[config.mk]
export PLATFORM = sky130hd
export DESIGN_NAME = vlrc_ctrl
export DESIGN_NICKNAME = d
export VERILOG_FILES = /design/src/vlrc_pkg.sv /design/src/vlrc_ctrl.sv
export SDC_FILE = /design/constraint.sdc
export NUM_CORES = 1
export LEC_CHECK = 0
export BUFFER_PORTS_ARGS = -buffer_cell sky130_fd_sc_hd__clkbuf_2
export CAP_MARGIN = 5
export CORE_UTILIZATION = 62
export CTS_CLUSTER_DIAMETER = 100
export DETAILED_ROUTE_END_ITERATION = 7
export PLACE_DENSITY = 0.85
export SYNTH_ARGS = -nofsm -noshare
export SYNTH_HDL_FRONTEND = slang
export SYNTH_SLANG_ARGS = --single-unit
[constraint.sdc]
create_clock -name clk -period 5.5 [get_ports clk]
set_input_delay 0.55 -clock clk [delete_from_list [all_inputs] [get_ports clk]]
set_output_delay 0.55 -clock clk [all_outputs]
set_load 0.05 [all_outputs]
[src/vlrc_pkg.sv]
package vlrc_pkg;

	localparam int FRACTION_BITS_DEF = 32;
	localparam int SYSF_W   = 32;
	localparam int RATE_W   = 8;
	localparam int SPEED_W  = 18;
	localparam int TIME_W   = 64;
	localparam int MISS_W   = 32;
	localparam int COUNT_W  = 8;
	localparam int CFG_W    = 64;
	localparam int CFG_IDX_W = 3;
	localparam int CATCH_NUM = 13;
	localparam int CATCH_DEN = 10;
	// floor(x / 10) = (x * ceil(2^39 / 10)) >> 39 for any x below 2^36
	localparam int CATCH_SHIFT = 39;
	localparam logic [63:0] CATCH_RECIP = 64'd54975581389;

	localparam logic [SYSF_W-1:0]  SYSF_RST  = 32'd1000000000;
	localparam logic [RATE_W-1:0]  RATE_RST  = 8'd60;
	localparam logic [SPEED_W-1:0] SPEED_RST = 18'd65536;

	localparam logic OP_REPORT = 1'b0;
	localparam logic OP_QUERY  = 1'b1;

	typedef enum logic [CFG_IDX_W-1:0] {
		REG_SYSF   = 3'd0,
		REG_RATE   = 3'd1,
		REG_SPEED  = 3'd2,
		REG_USE_VB = 3'd3,
		REG_OFFSET = 3'd4
	} reg_idx_t;

	typedef enum logic [4:0] {
		CMD_NONE    = 5'd0,
		CMD_LOAD    = 5'd1,
		CMD_DIV_P   = 5'd2,
		CMD_DIV_T   = 5'd3,
		CMD_SET_IV  = 5'd4,
		CMD_REPORT  = 5'd5,
		CMD_HOST    = 5'd6,
		CMD_DIV_K   = 5'd7,
		CMD_SET_K   = 5'd8,
		CMD_MUL_KP  = 5'd9,
		CMD_UPD_LV  = 5'd10,
		CMD_MUL_FK  = 5'd11,
		CMD_SET_ACC = 5'd12,
		CMD_MUL_IK  = 5'd13,
		CMD_UPD_CUR = 5'd14,
		CMD_RES_CUR = 5'd15,
		CMD_MUL_DS  = 5'd16,
		CMD_SET_E   = 5'd17,
		CMD_CAND    = 5'd18,
		CMD_PUSH    = 5'd19
	} cmd_t;

	typedef struct packed {
		logic dirty;
		logic op;
		logic use_vb;
		logic interp;
		logic adv;
		logic catch_up;
		logic div_done;
		logic mul_done;
	} status_t;

endpackage

[src/vlrc_ctrl.sv]
module vlrc_ctrl (
	input  logic              clk,
	input  logic              arst_n,
	input  logic              in_valid,
	output logic              in_ready,
	output logic              out_valid,
	input  logic              out_ready,
	input  vlrc_pkg::status_t stat,
	output vlrc_pkg::cmd_t    cmd
);
	import vlrc_pkg::*;

	typedef enum logic [15:0] {
		S_IDLE = 16'b0000000000000001,
		S_PREP = 16'b0000000000000010,
		S_W_P  = 16'b0000000000000100,
		S_W_IV = 16'b0000000000001000,
		S_DISP = 16'b0000000000010000,
		S_W_K  = 16'b0000000000100000,
		S_KP   = 16'b0000000001000000,
		S_W_KP = 16'b0000000010000000,
		S_ADV  = 16'b0000000100000000,
		S_W_FK = 16'b0000001000000000,
		S_IK   = 16'b0000010000000000,
		S_W_IK = 16'b0000100000000000,
		S_POST = 16'b0001000000000000,
		S_W_DS = 16'b0010000000000000,
		S_CAND = 16'b0100000000000000,
		S_OUT  = 16'b1000000000000000
	} state_t;

	state_t state_q;
	state_t state_d;
	logic   out_valid_q;

	assign in_ready = (state_q == S_IDLE);

	always_comb begin
		state_d = state_q;
		cmd     = CMD_NONE;
		case (state_q)
			S_IDLE: begin
				if (in_valid) begin
					cmd     = CMD_LOAD;
					state_d = S_PREP;
				end
			end
			S_PREP: begin
				if (stat.dirty) begin
					cmd     = CMD_DIV_P;
					state_d = S_W_P;
				end else begin
					state_d = S_DISP;
				end
			end
			S_W_P: begin
				if (stat.div_done) begin
					cmd     = CMD_DIV_T;
					state_d = S_W_IV;
				end
			end
			// the threshold multiply finishes well before the interval divide
			S_W_IV: begin
				if (stat.div_done) begin
					cmd     = CMD_SET_IV;
					state_d = S_DISP;
				end
			end
			S_DISP: begin
				if (stat.op == OP_REPORT) begin
					cmd     = CMD_REPORT;
					state_d = stat.adv ? S_ADV : S_POST;
				end else if (!stat.use_vb) begin
					cmd     = CMD_HOST;
					state_d = S_OUT;
				end else if (stat.catch_up) begin
					cmd     = CMD_DIV_K;
					state_d = S_W_K;
				end else begin
					state_d = S_POST;
				end
			end
			S_W_K: begin
				if (stat.div_done) begin
					cmd     = CMD_SET_K;
					state_d = S_KP;
				end
			end
			S_KP: begin
				cmd     = CMD_MUL_KP;
				state_d = S_W_KP;
			end
			S_W_KP: begin
				if (stat.mul_done) begin
					cmd     = CMD_UPD_LV;
					state_d = S_ADV;
				end
			end
			S_ADV: begin
				cmd     = CMD_MUL_FK;
				state_d = S_W_FK;
			end
			S_W_FK: begin
				if (stat.mul_done) begin
					cmd     = CMD_SET_ACC;
					state_d = S_IK;
				end
			end
			S_IK: begin
				cmd     = CMD_MUL_IK;
				state_d = S_W_IK;
			end
			S_W_IK: begin
				if (stat.mul_done) begin
					cmd     = CMD_UPD_CUR;
					state_d = S_POST;
				end
			end
			S_POST: begin
				if (stat.op == OP_QUERY && stat.interp) begin
					cmd     = CMD_MUL_DS;
					state_d = S_W_DS;
				end else begin
					cmd     = CMD_RES_CUR;
					state_d = S_OUT;
				end
			end
			S_W_DS: begin
				if (stat.mul_done) begin
					cmd     = CMD_SET_E;
					state_d = S_CAND;
				end
			end
			S_CAND: begin
				cmd     = CMD_CAND;
				state_d = S_OUT;
			end
			S_OUT: begin
				// hold until the previous word has gone
				if (!out_valid_q || out_ready) begin
					cmd     = CMD_PUSH;
					state_d = S_IDLE;
				end
			end
			default: state_d = S_IDLE;
		endcase
	end

	always_ff @(posedge clk or negedge arst_n) begin
		if (!arst_n) begin
			state_q     <= S_IDLE;
			out_valid_q <= 1'b0;
		end else begin
			state_q <= state_d;
			if (cmd == CMD_PUSH)
				out_valid_q <= 1'b1;
			else if (out_ready)
				out_valid_q <= 1'b0;
		end
	end

	assign out_valid = out_valid_q;

	a_push_valid: assert property (@(posedge clk) disable iff (!arst_n)
		cmd == CMD_PUSH |=> out_valid)
		else $error("result word not presented after push");

	a_div_wait: assert property (@(posedge clk) disable iff (!arst_n)
		stat.div_done |-> (state_q == S_W_P || state_q == S_W_IV || state_q == S_W_K))
		else $error("divider finished outside a divide wait");

	a_mul_wait: assert property (@(posedge clk) disable iff (!arst_n)
		stat.mul_done |-> (state_q == S_W_IV || state_q == S_W_KP ||
			state_q == S_W_FK || state_q == S_W_IK || state_q == S_W_DS))
		else $error("multiplier finished outside a multiply wait");

endmodule

==> results_dict.tcl, run 1 <==
set metrics [dict create \
    top_level_ports 19 \
    fp.coreArea_um2 2250 \
    start_kind "flop" \
    cpPeakStageDelay_ns 0.55 \
    synth_top_family_by_area "simple AND/OR/NAND/NOR gates" \
    synth.area.mux_share 0.0284 \
    grt_pass1_vias 1342 \
    setup_repair_after_global_routing_missed_its_margin "false" \
    fin_crit_sh 0.595 \
    final_hold_viol_count 0 \
    cts.repair.resized 0 \
    floorplan.rows 17 \
    tritoncts "built" \
    instances_no_fill 211 \
    drc 0 \
    setup_viol_count_final 0 \
    synthSimpleGateAreaFrac 0.427 \
    synth.avg_cell_area_um2 8.71 \
    synth_area_leader_cell "sky130_fd_sc_hd__dfrtp_1" \
    die_area_um2 2620 \
    overall_die_width_um 51.2 \
    crit_buf_inv 1 \
    timing.hold.ws_ns 0.183 \
    synth_seq_cells 17 \
    post-synth-top-count-cell "sky130_fd_sc_hd__nand2_1" \
    synth.top_cell.area_share 0.267 \
    num_antenna_cells 0 \
    slowest_stage "sky130_fd_sc_hd__nor4_4" \
    timing.max_slew.rel_slack 0.564 \
    timing.setup.tns_ns 0 \
    async_s_r_ff_share_synth 1.00 \
    totalWireLength_um 3830 \
    grt_use_total 0.334 \
    compound_gate_fraction_of_synth_area 0.170 \
    synth_enable_flop_cells 0 \
    inserted_clock_buffers 3 \
    yosys_warnings 0 \
    cp_cell_sequence "nor4_4 > nand3_1 > or4_1 > and3_1 > nand4_1 > clkbuf_2" \
    cap_violations 0 \
    ant_nets 0 \
    synth-adder-area-share 0 \
    clock_tree.buffer_depth 2 \
    tightest_slew_ns 0.646 \
    power_uw 498 \
    yosysUniqueCellTypes 51 \
    leakage_uw 0.000695 \
    peakVddDrop_v 0.000347 \
    post_drt_wl_per_cell_um 18.1 \
    power_per_cell_area_nw_per_um2 315 \
    synth_xor_xnor_area_share 0.0292 \
    highest_clock_frequency_the_design_can_meet_ghz 0.305 \
    post_synth_instance_area_um2 1500 \
    start_util 0.665 \
    drtPass1Iterations 5 \
    via_per_inst 6.74 \
    vias 1423 \
    floorplan.die.height_um 51.2 \
    fin_crit_ns 3.27 \
    io_buffers 18 \
    endpoint_kind "primary output" \
    final_layout_size_suffix_gt1_frac 0.219 \
    synth-seq-area-share 0.285 \
    run_status "complete, no violations" \
    worst-endpoint-arrival_ns 2.72 \
    critical_path_peak_fanout 9 \
    clk_pin_slew_ns 0.10 \
    place_congestion 0.926 \
    cts.htree.levels 1 \
    final_worst_setup_slack_ns 2.23 \
    place_ws_ns 2.61 \
    placedCellCount 207 \
    worst_case_clock_skew_ns 0.00351 \
    worst_skew_pair.late_latency_ns 0.29 \
    critical-path-top-delay-family "simple AND/OR/NAND/NOR gates" \
    clock_sink_count 17 \
    synth_cells 172 \
    slew_violations 0 \
    synth_top_flop_cell "sky130_fd_sc_hd__dfrtp_1" \
    crit_path_start "state_q[4]" \
    critical_path.reg2reg.startpoint "state_q[12]" \
    hold_buffers 0 \
    dominant_cells_by_area_after_synthesis "sky130_fd_sc_hd__dfrtp_1, sky130_fd_sc_hd__nor4_4, sky130_fd_sc_hd__nand2_1" \
    hold_path_class "in2async" \
    drt_first_iter_violations 124 \
    grt_antenna_before_repair 0 \
    layout-area-overhead-vs-synth_pct 5.59 \
    clk_root_buffer_cell "sky130_fd_sc_hd__clkbuf_4" \
    fin_nets 196 \
    cts.repair_timing.setup_buffer_count 0 \
    grt_first_pass_wirelength_um 6320 \
    grt-ovfl-total 0 \
    grt_max_degree 18 \
    worstPathRequired_ns 4.95 \
    synth.net_count 184 \
    synth.top_cells.by_count "sky130_fd_sc_hd__nand2_1, sky130_fd_sc_hd__nor2_1, sky130_fd_sc_hd__dfrtp_1" \
    path_class "reg2out" \
    detailedPlacementHpwl_um 2860 \
]
[logic make-up (layout without fill, tap and decap cells)]
group,Yosys count,after routing
AND/OR/NAND/NOR,100,100
AO/OA/AOI/OAI,30,30
buffers and inverters,17,28
multiplexers,3,3
flip-flops,17,17
XOR/XNOR,5,5
[report_power, final]
group / leakage, uW / total, uW / internal [uW] / switching, uW
clock network: 0.0000150 / 68.2 / 28.2 / 39.9
logic: 0.000447 / 268 / 92.3 / 176
registers: 0.000233 / 162 / 138 / 24.1
[cell type report]
class | count | area, um^2
multi-input combinational | 138 | 982
fill | 178 | 672
tap | 28 | 35.0
inverter | 6 | 22.5
clock buffer | 4 | 26.3
sequential | 17 | 427
timing repair buffer | 18 | 90.1
[routing by layer]
layer | routed length [um] | vias to the layer above | share of wire | global-route usage
met1 | 1510 | 634 | 0.39 | 0.448
met5 | 0 | - | 0 | 0
met4 | 112 | 0 | 0.029 | 0.139
met2 | 1740 | 109 | 0.45 | 0.529
li1 | - | 663 | - | -
met3 | 465 | 17 | 0.12 | 0.0565
[cells in the final DEF (no fill, tap or decap), types with 2 or more instances in the layout]
master / instances
sky130_fd_sc_hd__a21oi_1: 5
sky130_fd_sc_hd__a31oi_1: 3
sky130_fd_sc_hd__a32oi_1: 3
sky130_fd_sc_hd__and3_1: 4
sky130_fd_sc_hd__clkbuf_2: 18
sky130_fd_sc_hd__clkbuf_4: 3
sky130_fd_sc_hd__dfrtp_1: 16
sky130_fd_sc_hd__inv_1: 6
sky130_fd_sc_hd__mux2i_1: 2
sky130_fd_sc_hd__nand2_1: 19
sky130_fd_sc_hd__nand2b_1: 6
sky130_fd_sc_hd__nand3_1: 9
sky130_fd_sc_hd__nand3b_1: 2
sky130_fd_sc_hd__nand4_1: 6
sky130_fd_sc_hd__nor2_1: 18
sky130_fd_sc_hd__nor2b_1: 5
sky130_fd_sc_hd__nor3_1: 5
sky130_fd_sc_hd__nor4_1: 2
sky130_fd_sc_hd__nor4_4: 4
sky130_fd_sc_hd__nor4b_1: 8
sky130_fd_sc_hd__o211ai_1: 2
sky130_fd_sc_hd__o21ai_0: 4
sky130_fd_sc_hd__o21ai_2: 2
sky130_fd_sc_hd__or2_2: 2
sky130_fd_sc_hd__or3_1: 2
sky130_fd_sc_hd__xor2_1: 4
[metrics by stage]
step,cell area (um^2),util
after floorplan,1500,-
after global placement,1560,0.690
after detailed placement,1560,0.690
after CTS,1580,0.702
after global routing,1580,0.702
final,1580,0.702
[state kept, by name, indices dropped and copies added, names as in the netlist]
name and cells:
out_valid 1, state_q 16
[final timing paths]
path	end	slack [ns]	cells past startpoint
hold reg to reg	out_valid	0.61	2
setup reg to reg	state_q[4]	3.15	5
min in group clk	state_q[15]	0.50	2
max in group asynchronous	state_q[0]	4.98	1
hold / removal	state_q[5]	0.18	1
setup / recovery	cmd[1]	2.23	6
No activity file was read; power rests on OpenSTA's default activity.
==> run 2: changes to the inputs <==
CORE_UTILIZATION = 52   (was 62)
PLACE_DENSITY = 0.76   (was 0.85)
clock period = 2.9 ns   (was 5.5 ns; I/O delays follow)
==> results_dict.tcl, run 2 (synthesis gave the netlist of run 1 again) <==
set metrics [dict create \
    worst-endpoint-arrival_ns 2.48 \
    reg2reg_setup_slack_ns 0.66 \
    fp.coreArea_um2 2730 \
    run_status "complete, no violations" \
    peakVddDrop_v 0.000514 \
    worst_skew_pair.late_latency_ns 0.30 \
    tritoncts "built" \
    floorplan.die.height_um 55.7 \
    drc 0 \
    vias 1432 \
    hold-path-cell-count 2 \
    place_ws_ns 0.471 \
    final_worst_setup_slack_ns 0.131 \
    grt_max_degree 18 \
    timing.hold.ws_ns 0.224 \
    fillers 245 \
    critical_path.reg2reg.startpoint "state_q[4]" \
    clock_tree.buffer_depth 2 \
    grt_pass1_vias 1379 \
    grt_use_total 0.276 \
    slowest_stage "sky130_fd_sc_hd__or4_1" \
    worst_reg2reg_path_depth 6 \
    grt_antenna_before_repair 0 \
    slew_violations 0 \
    cts.htree.levels 1 \
    num_antenna_cells 0 \
    timing.hold.worst.start "stat[5]" \
    max_flop_register "state_q" \
    floorplan.rows 19 \
    totalWireLength_um 3890 \
    setup_viol_count_final 0 \
    worstPathRequired_ns 2.61 \
    worst_case_clock_skew_ns 0.00370 \
    clk_root_buffer_cell "sky130_fd_sc_hd__clkbuf_4" \
    start_kind "flop" \
    dpl_cell_area_um2 1580 \
    drtPass1Iterations 6 \
    ant_nets 0 \
    top_level_ports 19 \
    crit-reg2reg-capture "state_q[12]" \
    detailedPlacementHpwl_um 3000 \
    final_layout_size_suffix_gt1_frac 0.243 \
    fin_crit_sh 0.955 \
    cap_violations 0 \
    grt_first_pass_wirelength_um 6590 \
    post_drt_wl_per_cell_um 17.7 \
    place_congestion 0.937 \
    layout.cells.most_common_list "sky130_fd_sc_hd__nand2_1, sky130_fd_sc_hd__nor2_1, sky130_fd_sc_hd__clkbuf_2" \
    power_per_cell_area_nw_per_um2 587 \
    die_area_um2 3100 \
    cpPeakStageDelay_ns 0.53 \
    start_util 0.548 \
    highest_clock_frequency_the_design_can_meet_ghz 0.361 \
    clk_pin_slew_ns 0.10 \
    post-route-cell-area_um2 1640 \
    critical_path_peak_fanout 9 \
    hold_path_class "in2reg" \
    via_per_inst 6.51 \
    layout.cells.most_common "sky130_fd_sc_hd__nand2_1" \
    overall_die_width_um 55.7 \
    grt-ovfl-total 0 \
    fin_nets 202 \
    finish.utilization 0.598 \
    layout-area-overhead-vs-synth_pct 9.10 \
    path_class "reg2out" \
    endpoint_kind "primary output" \
    fin_crit_ns 2.77 \
    drt_first_iter_violations 70 \
    timing.setup.tns_ns 0 \
    io_buffers 18 \
    cp_cell_sequence "nor4_4 > nand3_1 > or4_1 > and3_1 > nand4_1 > clkbuf_2" \
    leakage_uw 0.000719 \
    setup_repair_after_global_routing_missed_its_margin "false" \
    largest_register_ff_count 16 \
    clock_sink_count 17 \
    timing.max_slew.rel_slack 0.565 \
    tightest_slew_ns 0.644 \
    final_hold_viol_count 0 \
    hold-path-endpoint "state_q[15]" \
    inserted_clock_buffers 3 \
]
[run 2: cell count changes in the layout (fill, tap and decap cells not counted), sizes merged]
cell / before / now
dlygate4sd3: 0 / 1
buf: 0 / 5
[run 2: worst max path at each step]
stage,from,end,slack [ns],depth (start not counted)
2_1_floorplan,state_q[4],cmd[1],0.45,6
3_3_place_gp,state_q[3],cmd[1],0.46,6
3_5_place_dp,state_q[3],cmd[1],0.47,6
4_1_cts,state_q[3],cmd[1],0.12,6
5_1_grt,state_q[4],cmd[1],0.02,7
6_report,state_q[9],cmd[1],0.13,6
[run 2: report_power, final]
| part | switching [uW] | internal (uW) |
|---|---|---|
| logic | 328 | 189 |
| clock network | 83.0 | 53.6 |
| registers | 43.4 | 262 |
[run 2: layer usage]
layer	vias up	track usage	wire, um
met2	52	0.444	1850
met1	690	0.357	1680
met3	15	0.0349	218
met5	-	0	0
met4	0	0.157	141
li1	675	-	-
[run 2: repair_timing]
action / in CTS / in global routing
gates resized for setup: 0 / 1
endpoints found under the hold margin: 16 / 0
setup buffers: 0 / 2
setup endpoints to repair: 0 / 1
hold buffers: 1 / 0
[run 2: layout make-up]
cell class / count / area [um^2] / area share
multi-input cells: 138 / 982 / 0.601
well taps: 31 / 38.8 / 0.0237
inverters: 6 / 22.5 / 0.0138
repair buffers: 24 / 138 / 0.0842
flip-flops and latches: 17 / 428 / 0.262
clock buffers: 4 / 26.3 / 0.0161
[run 2: metrics by stage]
stage	instances	total power, uW
after floorplan	172	692
after global placement	213	814
after detailed placement	213	817
after CTS	218	956
after global routing	220	1010
final	220	959
[run 2: critical path, delay by kind of cell (launching register included)]
kind / cells / cell delay [ns]
simple gates: 5 / 1.39
flops: 1 / 0.52
buf+inv: 1 / 0.28
